### src/rtl/core/sha256_pkg.sv
`default_nettype none
package sha256_pkg;

	typedef enum logic [2:0] {
		ST_FILL,
		ST_LOAD,
		ST_ROUND,
		ST_ADD,
		ST_PAD,
		ST_OUT
	} state_t;

	localparam logic [31:0] K_TAB [64] = '{
		32'h428a2f98,32'h71374491,32'hb5c0fbcf,32'he9b5dba5,
		32'h3956c25b,32'h59f111f1,32'h923f82a4,32'hab1c5ed5,
		32'hd807aa98,32'h12835b01,32'h243185be,32'h550c7dc3,
		32'h72be5d74,32'h80deb1fe,32'h9bdc06a7,32'hc19bf174,
		32'he49b69c1,32'hefbe4786,32'h0fc19dc6,32'h240ca1cc,
		32'h2de92c6f,32'h4a7484aa,32'h5cb0a9dc,32'h76f988da,
		32'h983e5152,32'ha831c66d,32'hb00327c8,32'hbf597fc7,
		32'hc6e00bf3,32'hd5a79147,32'h06ca6351,32'h14292967,
		32'h27b70a85,32'h2e1b2138,32'h4d2c6dfc,32'h53380d13,
		32'h650a7354,32'h766a0abb,32'h81c2c92e,32'h92722c85,
		32'ha2bfe8a1,32'ha81a664b,32'hc24b8b70,32'hc76c51a3,
		32'hd192e819,32'hd6990624,32'hf40e3585,32'h106aa070,
		32'h19a4c116,32'h1e376c08,32'h2748774c,32'h34b0bcb5,
		32'h391c0cb3,32'h4ed8aa4a,32'h5b9cca4f,32'h682e6ff3,
		32'h748f82ee,32'h78a5636f,32'h84c87814,32'h8cc70208,
		32'h90befffa,32'ha4506ceb,32'hbef9a3f7,32'hc67178f2
	};

	localparam logic [255:0] H_INIT = {
		32'h6a09e667,32'hbb67ae85,32'h3c6ef372,32'ha54ff53a,
		32'h510e527f,32'h9b05688c,32'h1f83d9ab,32'h5be0cd19
	};

	localparam logic [7:0] PAD_BYTE = 8'h80;

	function automatic logic [31:0] rotr(input logic [31:0] x, input int n);
		rotr = (x >> n) | (x << (32 - n));
	endfunction

endpackage
`default_nettype wire

### src/rtl/core/sha256_stream_hasher.sv
`default_nettype none
// channel | dir | fields
// s_axis  | in  | tdata[7:0] data_byte, tuser[1:0] {end_of_message,byte_valid}
// m_axis  | out | tdata[255:0] digest_word0..3 (word0 lowest)
// Bytes land in a 64x8 RAM (one write per cycle while accepting input or
// padding; registered read). A full block is shifted out of the RAM into a
// block register, then 64 rounds run, one per cycle, then the ADD state adds
// into the hash; padding adds at most one block at the end.
// Reset restores initial hash, clears fill and bit count; RAM is not cleared.
// Input stalls during padding, compression and while the digest waits on m_axis.
module sha256_stream_hasher (
	input  wire logic         clk,
	input  wire logic         arst_n,
	input  wire logic         s_axis_tvalid,
	output logic              s_axis_tready,
	input  wire logic [7:0]   s_axis_tdata,  // data_byte
	input  wire logic [1:0]   s_axis_tuser,  // byte_valid, end_of_message
	output logic              m_axis_tvalid,
	input  wire logic         m_axis_tready,
	output logic      [255:0] m_axis_tdata   // digest_word0,1,2,3
);
	import sha256_pkg::*;

	logic [7:0] mem [64];
	logic [7:0] rd_s1;
	logic       we;
	logic [5:0] wa, ra;
	logic [7:0] wd;

	state_t st_q, st_d;
	logic [5:0]  fill_q, cnt_q;
	logic [63:0] bits_q;
	logic [255:0] hash_q;
	logic [503:0] blk_q;
	logic        last_q, two_q, rd_s2;
	logic [255:0] vars;
	logic        acc;

	assign s_axis_tready = (st_q == ST_FILL);
	assign acc = s_axis_tvalid && s_axis_tready;
	assign m_axis_tvalid = (st_q == ST_OUT);
	assign m_axis_tdata = {hash_q[63:0], hash_q[127:64], hash_q[191:128], hash_q[255:192]};

	always_ff @(posedge clk) begin
		if (we) mem[wa] <= wd;
		rd_s1 <= mem[ra];
	end

	// pad byte source for position cnt_q during ST_PAD
	logic [63:0] total;
	logic [2:0]  lenidx;
	assign total = bits_q;
	assign lenidx = cnt_q[2:0];   // length byte index at positions 56..63

	always_comb begin
		we = 1'b0; wa = fill_q; wd = s_axis_tdata; ra = cnt_q;
		st_d = st_q;
		unique case (st_q)
			ST_FILL: if (acc) begin
				we = s_axis_tuser[0];
				if (s_axis_tuser[0] && fill_q == 6'd63) st_d = ST_LOAD;
				else if (s_axis_tuser[1]) st_d = ST_PAD;
			end
			ST_PAD: begin
				we = 1'b1; wa = cnt_q;
				if (cnt_q == fill_q && !two_q) wd = PAD_BYTE;
				else if (cnt_q >= 6'd56 && !(fill_q >= 6'd56 && !two_q))
					wd = total[63 - 8*lenidx -: 8];
				else wd = 8'h00;
				if (cnt_q == 6'd63) st_d = ST_LOAD;
			end
			ST_LOAD: begin
				// read one address ahead once the first byte is in flight
				ra = cnt_q + {5'd0, rd_s2};
				if (cnt_q == 6'd63 && rd_s2) st_d = ST_ROUND;
			end
			ST_ROUND: if (cnt_q == 6'd63) st_d = ST_ADD;
			ST_ADD: st_d = last_q ? ST_OUT
				: ((two_q || fill_q >= 6'd56) ? ST_PAD : ST_FILL);
			ST_OUT: if (m_axis_tready) st_d = ST_FILL;
			default: st_d = ST_FILL;
		endcase
	end

	logic [255:0] sum;
	always_comb
		for (int i = 0; i < 8; i++)
			sum[32*i +: 32] = hash_q[32*i +: 32] + vars[32*i +: 32];

	sha256_round u_rnd (
		.clk(clk), .load(st_q == ST_LOAD && st_d == ST_ROUND),
		.step(st_q == ST_ROUND), .rnd(cnt_q), .hash_in(hash_q),
		.block_in({blk_q, rd_s1}), .vars(vars)
	);

	always_ff @(posedge clk or negedge arst_n) begin
		if (!arst_n) begin
			st_q <= ST_FILL; fill_q <= '0; cnt_q <= '0; bits_q <= '0;
			hash_q <= H_INIT; last_q <= 1'b0; two_q <= 1'b0; rd_s2 <= 1'b0;
		end else begin
			st_q <= st_d;
			unique case (st_q)
				ST_FILL: if (acc) begin
					if (s_axis_tuser[0]) begin
						fill_q <= fill_q + 6'd1;
						bits_q <= bits_q + 64'd8;
					end
					// end marker with a full block: pad after compressing
					two_q <= s_axis_tuser[0] && fill_q == 6'd63 && s_axis_tuser[1];
					last_q <= s_axis_tuser[1] && !(s_axis_tuser[0] && fill_q == 6'd63)
						&& (fill_q + {5'd0, s_axis_tuser[0]}) < 6'd56;
					// padding starts right after the last byte
					cnt_q <= fill_q + {5'd0, s_axis_tuser[0]};
					rd_s2 <= 1'b0;
				end
				ST_PAD: begin
					cnt_q <= cnt_q + 6'd1;
					rd_s2 <= 1'b0;
				end
				ST_LOAD: begin
					rd_s2 <= 1'b1;
					if (rd_s2) blk_q <= {blk_q[495:0], rd_s1};
					if (st_d == ST_ROUND) cnt_q <= '0;
					else if (rd_s2) cnt_q <= cnt_q + 6'd1;
				end
				ST_ROUND: cnt_q <= cnt_q + 6'd1;
				ST_ADD: begin
					hash_q <= sum;
					cnt_q <= '0;
					if (two_q) begin
						// full block ended message: pad block next, pad byte at 0
						fill_q <= '0; two_q <= 1'b0; last_q <= 1'b1;
					end else if (!last_q && fill_q >= 6'd56) begin
						// first pad block done: length block follows
						fill_q <= '0; two_q <= 1'b1; last_q <= 1'b1;
					end else if (!last_q) fill_q <= '0;
				end
				ST_OUT: if (m_axis_tready) begin
					hash_q <= H_INIT; bits_q <= '0; fill_q <= '0;
					last_q <= 1'b0; two_q <= 1'b0;
				end
				default: ;
			endcase
		end
	end
endmodule
`default_nettype wire

### src/rtl/core/sha256_round.sv
`default_nettype none
// One compression round with a 16-word rolling message schedule.
module sha256_round (
	input  wire logic         clk,
	input  wire logic         load,   // load vars from hash, words from block
	input  wire logic         step,
	input  wire logic [5:0]   rnd,
	input  wire logic [255:0] hash_in,
	input  wire logic [511:0] block_in,
	output logic      [255:0] vars
);
	import sha256_pkg::*;

	logic [31:0] w_q [16];
	logic [255:0] v_q;
	logic [31:0] a, b, c, d, e, f, g, h, t1, t2, wn, s0, s1;

	always_comb begin
		{a, b, c, d, e, f, g, h} = v_q;
		t1 = h + (rotr(e, 6) ^ rotr(e, 11) ^ rotr(e, 25)) + ((e & f) ^ (~e & g))
			+ K_TAB[rnd] + w_q[0];
		t2 = (rotr(a, 2) ^ rotr(a, 13) ^ rotr(a, 22)) + ((a & b) ^ (a & c) ^ (b & c));
		s0 = rotr(w_q[1], 7) ^ rotr(w_q[1], 18) ^ (w_q[1] >> 3);
		s1 = rotr(w_q[14], 17) ^ rotr(w_q[14], 19) ^ (w_q[14] >> 10);
		wn = w_q[0] + s0 + w_q[9] + s1;
	end

	always_ff @(posedge clk) begin
		if (load) begin
			v_q <= hash_in;
			for (int i = 0; i < 16; i++) w_q[i] <= block_in[511 - 32*i -: 32];
		end else if (step) begin
			v_q <= {t1 + t2, a, b, c, d + t1, e, f, g};
			for (int i = 0; i < 15; i++) w_q[i] <= w_q[i + 1];
			w_q[15] <= wn;
		end
	end

	assign vars = v_q;
endmodule
`default_nettype wire
### config.mk
export PLATFORM = sky130hd
export DESIGN_NAME = sha256_stream_hasher
export DESIGN_NICKNAME = d
export VERILOG_FILES = /design/src/rtl/core/sha256_pkg.sv /design/src/rtl/core/sha256_stream_hasher.sv /design/src/rtl/core/sha256_round.sv
export SDC_FILE = /design/constraint.sdc
export NUM_CORES = 2
export LEC_CHECK = 0
export ABC_CLOCK_PERIOD_IN_PS = 17400
export CORE_ASPECT_RATIO = 2
export CORE_MARGIN = 2
export CORE_UTILIZATION = 50
export DETAILED_ROUTE_END_ITERATION = 8
export DONT_BUFFER_PORTS = 1
export GPL_TIMING_DRIVEN = 0
export REMOVE_ABC_BUFFERS = 1
export SLEW_MARGIN = 30
export SYNTH_ARGS = -nofsm -noshare
export SYNTH_HDL_FRONTEND = slang
export SYNTH_HIERARCHICAL = 1
export SYNTH_SLANG_ARGS = --single-unit
### constraint.sdc
create_clock -name clk -period 17.4 [get_ports clk]
set_clock_uncertainty 0.05 [all_clocks]
set_input_delay 0.87 -clock clk [delete_from_list [all_inputs] [get_ports clk]]
set_output_delay 0.87 -clock clk [all_outputs]
set_load 0.02 [all_outputs]
Word level (Yosys, flattened, before mapping)
Memories as Yosys holds them, arrays and structs flattened. A register that Yosys moved wholly into a read port is not among the register bits. Index checks and enable logic that the tools add are counted.

Memories kept: 3. ROM bits: 2048. Output and inout bits: 258. RAM bits: 1024. Flip-flop bits (word level): 1098. Word-level logic and storage cells: 205. Input bits: 14.

Mux-type cells: 72. Bitwise operators: 44. Equal/unequal tests: 15. Shifts and indexed selects: 1. $lt $le $gt $ge: 4. $add $sub $neg: 24. Reduce and logical (&&, ||, !) cells: 32.

Memories: (name not given) (words 64, bits a word 32, read ports 1, clocked after memory_dff 0, wr ports 0, RTL line sha256_round.sv:21) `+ K_TAB[rnd] + w_q[0];`; mem (words 64, bits a word 8, read ports 1, clocked after memory_dff 1, wr ports 1, RTL line sha256_stream_hasher.sv:24) `logic [7:0] mem [64];`; u_rnd.w_q (words 16, bits a word 32, read ports 16, clocked after memory_dff 0, wr ports 16, RTL line sha256_round.sv:14) `logic [31:0] w_q [16];`.

Operators with widths (number): 256-bit two-way mux (3); 32-bit adder (18); 32-bit two-way mux (18); 256-bit one-hot mux with 2 select lines (1); 32-bit XOR (9); 64-bit two-way mux (3); 32-bit bitwise AND (5); 64-bit one-hot mux with 2 select lines (1); 71-bit by 33-bit indexed part select with 8-bit output (1); 6-bit two-way mux (11); 64-bit by 4-bit adder with 64-bit output (second input constant) (1); 32-bit inverter (1); 10-bit by 32-bit bitwise OR with 32-bit output (1); 13-bit by 32-bit bitwise OR with 32-bit output (1); 14-bit by 32-bit bitwise OR with 32-bit output (1); 15-bit by 32-bit bitwise OR with 32-bit output (1); 19-bit by 32-bit bitwise OR with 32-bit output (1); 21-bit by 32-bit bitwise OR with 32-bit output (1); 25-bit by 32-bit bitwise OR with 32-bit output (1); 26-bit by 32-bit bitwise OR with 32-bit output (1); 30-bit by 32-bit bitwise OR with 32-bit output (1); 7-bit by 32-bit bitwise OR with 32-bit output (1); 32-bit by 22-bit XOR with 32-bit output (1); 32-bit by 29-bit XOR with 32-bit output (1); 37 further kinds (108).

Logic depth before layout (Yosys ltp)
Word-level depth: 10. Mapped depth: 36. Mapped depth without buffers: 34.

By module
Netlist, hierarchy kept.

By module, submodules not included: sha256_stream_hasher (instances 1, seq. area each 39222.6 µm², cells each 4420, area each 61408.9 µm²); sha256_round (instances 1, seq. area each 23062.1 µm², cells each 3767, area each 48052.3 µm²).

Worst setup path before layout
OpenSTA, ideal clock, no wires.

Path kind: reg2reg. Start point: reg st_q[1]. End point: reg blk_q[0], enable pin. Required time: 16412 ps. Stages on the path, launching flop included: 6. Clock period less this slack: 13347 ps. Path slack: 4053 ps. Path buffers: 2. Data arrival time: 12359 ps. Library setup time: 938 ps. Path through: dfrtp_1 > buf_2 > nor2b_4 > and2_1 > buf_2 > and3_1.

Word-level cells in the longest chain between the ends: 2.

Ends and longest elaborated chain: from (decl) (RTL line sha256_stream_hasher.sv:30) `state_t st_q, st_d;`; from (signal assigned) (RTL line sha256_stream_hasher.sv:101) `st_q <= st_d;`; 3-bit by 1-bit == test with 1-bit output (RTL line sha256_stream_hasher.sv:102) `unique case (st_q)`; 3-bit AND reduction (no source line); to (signal assigned) (RTL line sha256_stream_hasher.sv:122) `if (rd_s2) blk_q <= {blk_q[495:0], rd_s1};`; to (decl) (RTL line sha256_stream_hasher.sv:34) `logic [503:0] blk_q;`.

Every way passes these cells. A chain may end at the register's enable or synchronous reset.

Final worst setup path
Start point: reg cnt_q[3]. End point: reg u_rnd.v_q[255] (netlist: u_rnd/vars[255]) (data pin).

Word-level cells in the longest chain between the ends: 9. Elaborated cells on any way between the ends: 17. Those cells by class: add/sub: 3; eq/ne: 2; mux: 8; bitwise: 1; reduce/logical: 2; memory: 1.

Ends and longest elaborated chain: from (decl) (RTL line sha256_stream_hasher.sv:31) `logic [5:0] fill_q, cnt_q;`; from (signal assigned) (RTL line sha256_stream_hasher.sv:113) `cnt_q <= fill_q + {5'd0, s_axis_tuser[0]};`; from (signal assigned) (RTL line sha256_stream_hasher.sv:117) `cnt_q <= cnt_q + 6'd1;`; from (signal assigned) (RTL line sha256_stream_hasher.sv:124) `else if (rd_s2) cnt_q <= cnt_q + 6'd1;`; 6-bit inverter with 7-bit output (not written as such) (RTL line sha256_round.sv:21); memory read 64 x 32 bit; 32-bit two-way mux (not written as such) (2 in a row) (RTL line sha256_round.sv:21); 32-bit adder (2 in a row) (RTL line sha256_round.sv:21); 32-bit adder (RTL line sha256_round.sv:33) `v_q <= {t1 + t2, a, b, c, d + t1, e, f, g};`; 256-bit two-way mux (RTL line sha256_round.sv:32) `end else if (step) begin`; 256-bit two-way mux * (RTL line sha256_round.sv:29) `if (load) begin`; to (signal assigned) (RTL line sha256_round.sv:30) `v_q <= hash_in;`; to (signal assigned) (RTL line sha256_round.sv:33); to (decl) (RTL line sha256_round.sv:15) `logic [255:0] v_q;`.

Every way passes the cells marked *; elsewhere a longest branch is shown, timed or not. The select of a mux whose other input is x is not followed.

==> key figures <==
Flow run
  – Max-Cap Viols: 0

Timing
  – Final min period: 10.12 ns
  – Max Freq: 98.8 MHz
  – Slew @ Worst Pin: 1.14 ns
  – Sum Neg Setup Slack: 0 ns
  – RSZ-0062 raised after global routing: no
  – Max Slew Vio Count: 0
  – Final number of setup-violating endpoints: 0
  – Slew margin rel.: 23.1%
  – Final Cycle Share: 58.2%
  – Final Hold Viols: 0

Critical path
  – WS Path Type: reg2reg
  – Startpoint Class: flop
  – CP peak stage delay: 0.88 ns
  – Slowest CP cell: nor2_1
  – CP delay by family, top: compound AO/OA/AOI/OAI gates
  – Critical Path RT: 17.90 ns
  – Worst Path Max Fanout: 39
  – Most frequent cell on the critical path: o21ai_0
  – Buffers and inverters on the worst path: 3
  – Nature of the critical path endpoint: flop
  – Worst Path Arrival: 10.63 ns

GRT
  – Initial antenna violation count: 10
  – Vias in the first global route: 65500
  – Total grt overflow: 0
  – Largest net degree at the start of global routing: 294
  – Tot GR Track Use: 26.4%
  – First-pass GRT wire length: 441000 µm

Die
  – Core area: 0.218 mm²
  – Die ar.: 0.223 mm²
  – Die width: 335 µm
  – Initial Util: 50.1%
  – I/O pins: 272
  – Die extent in y: 666 µm
  – Site row count: 243

Finish
  – Final Cell Area: 0.122 mm²
  – Synthesis-to-finish area growth: 11.1%
  – Post-layout util: 55.7%
  – Share of cells above drive strength 1: 18.8%
  – Fill cells: 17800
  – Register Area: 0.0623 mm²
  – Most common cell after layout, fill and taps aside: edfxtp_1
  – Most frequent cells in the layout: edfxtp_1, mux2_2, nand2_1, a21oi_1, nor2_1
  – Fin cells: 11100
  – Area of the multi-input gates: 0.0448 mm²
  – Nets: 8773

Logic synthesis
  – Post-synth EDFFs: 1784
  – Synthesized instance count: 8187
  – Avg Synthesized Cell Area: 13.4 µm²
  – Synth Warn #: 6
  – Cell variety after synth: 102
  – Post-synthesis async set-or-reset flop share: 15.7%
  – Sequential element share of the synthesized area: 56.9%
  – Flops & latches, synth: 2127
  – Syn Std Cell Area: 0.109 mm²
  – Primary FF master, synth: edfxtp_1

Place
  – Routability congestion estimate from global placement: 0.964
  – Placed inst area: 0.115 mm²
  – DP HPWL: 215000 µm
  – PortBufs: 0
  – Placed cells: 10800

Clocking
  – H-Tree Depth: 4
  – Later-pin clock latency in the skew report: 0.88 ns
  – Clock Pin Slew Worst Setup and Hold Paths: 0.06 ns
  – Clock sinks: 2127
  – Root Driver: clkbuf_16
  – Hold Buf Count CTS: 2
  – CTS-repair resized insts: 0
  – Setup Fix Bufs, Post-CTS: 0
  – CTS Buf Count: 198
  – TritonCTS clock tree: built
  – CTS max path bufs: 4

Route
  – Initial drt markers: 6497
  – DRT Pass-1 Iters: 6
  – DRT Wirelength: 297000 µm
  – Vias: 67400
  – Via/cell ratio: 6.04
  – Avg WL per Cell: 26.6 µm
  – Post-DRT Antenna Nets: 0
  – Residual DRC: 0

Hold path
  – Worst hold path type: in2reg

Status
  – Run status: finished, final reports clean
-- area by class of cell --
class / instances / area share [%]
Antenna cell: 4 / 0.00823
Clock buffer: 253 / 4.39
Clock inverter: 101 / 0.728
Inverter: 295 / 0.912
Multi-Input combinational cell: 5380 / 36.8
Sequential cell: 2127 / 51.2
Tap cell: 2817 / 2.90
Timing Repair Buffer: 168 / 3.00
-- layer usage --
metal	GRT usage, %	routed length (µm)	share of wire [%]
met2	39.5	132000	44
met4	6.79	8200	2.8
met1	38.2	130000	44
met5	0	35	0.012
met3	6.94	26100	8.8
-- through the flow --
| step | setup WS (ns) | hold slack (ns) |
|---|---|---|
| 2_1_floorplan | -84.00 | 0.353 |
| 3_3_place_gp | -231.54 | 0.363 |
| 3_5_place_dp | 7.61 | 0.377 |
| 4_1_cts | 7.55 | 0.0794 |
| 5_1_grt | 6.74 | 0.127 |
| 6_report | 7.28 | 0.143 |
-- synth_stat cells (143+ instances only) --
cell type     n  area share [%]
edfxtp_1   1784              49
clkbuf_1    317             1.1
nor2_1      454             1.6
inv_1       292             1.0
xnor2_1     391             3.1
o21ai_0     433             2.0
dfrtp_1     199             4.5
mux4_2      187             3.8
a21oi_1     486             2.2
nand2_1     494             1.7
mux2_2      705             7.3
nand3_1     143            0.65
xor2_1      212             1.7
ha_1        394             4.5
fa_1        195             3.6
a21o_1      158             1.1
-- logic make-up after synthesis --
family	share of synthesized area (%)
AND/OR/NAND/NOR	6.73
adder cells (fa/ha/maj)	8.35
AO/OA/AOI/OAI	9.37
buffers and inverters	2.37
multiplexers	11.4
flip-flops	56.9
XOR/XNOR	4.85
-- state kept, by name, indices dropped and copies added (netlist names), 6 cells and up --
| register | cells |
|---|---|
| bits_q | 61 |
| u_rnd/w_q | 512 |
| fill_q | 6 |
| hash_q | 256 |
| mem | 512 |
| blk_q | 504 |
| u_rnd/vars | 256 |
| cnt_q | 6 |
| rd_s1 | 8 |
-- worst paths after layout --
kind	cells past startpoint	to	startpoint	slack [ns]
min in group asynchronous	1	hash_q[173]$_DFFE_PN1P_	arst_n	0.15
setup / recovery	30	u_rnd/vars[255]$_DFFE_PP_	cnt_q[3]$_DFFE_PN0P_	7.28
max in group asynchronous	5	cnt_q[3]$_DFFE_PN0P_	arst_n	14.79
hold / removal	2	st_q[2]$_DFF_PN0_	s_axis_tvalid	0.14
setup reg to reg	30	u_rnd/vars[255]$_DFFE_PP_	cnt_q[3]$_DFFE_PN0P_	7.28
hold reg to reg	0	blk_q[126]$_DFFE_PP_	blk_q[118]$_DFFE_PP_	0.34
Power is left out: the tool's default activity adds up to more than one toggle a clock period on the data nets, which glitch-free logic cannot reach.
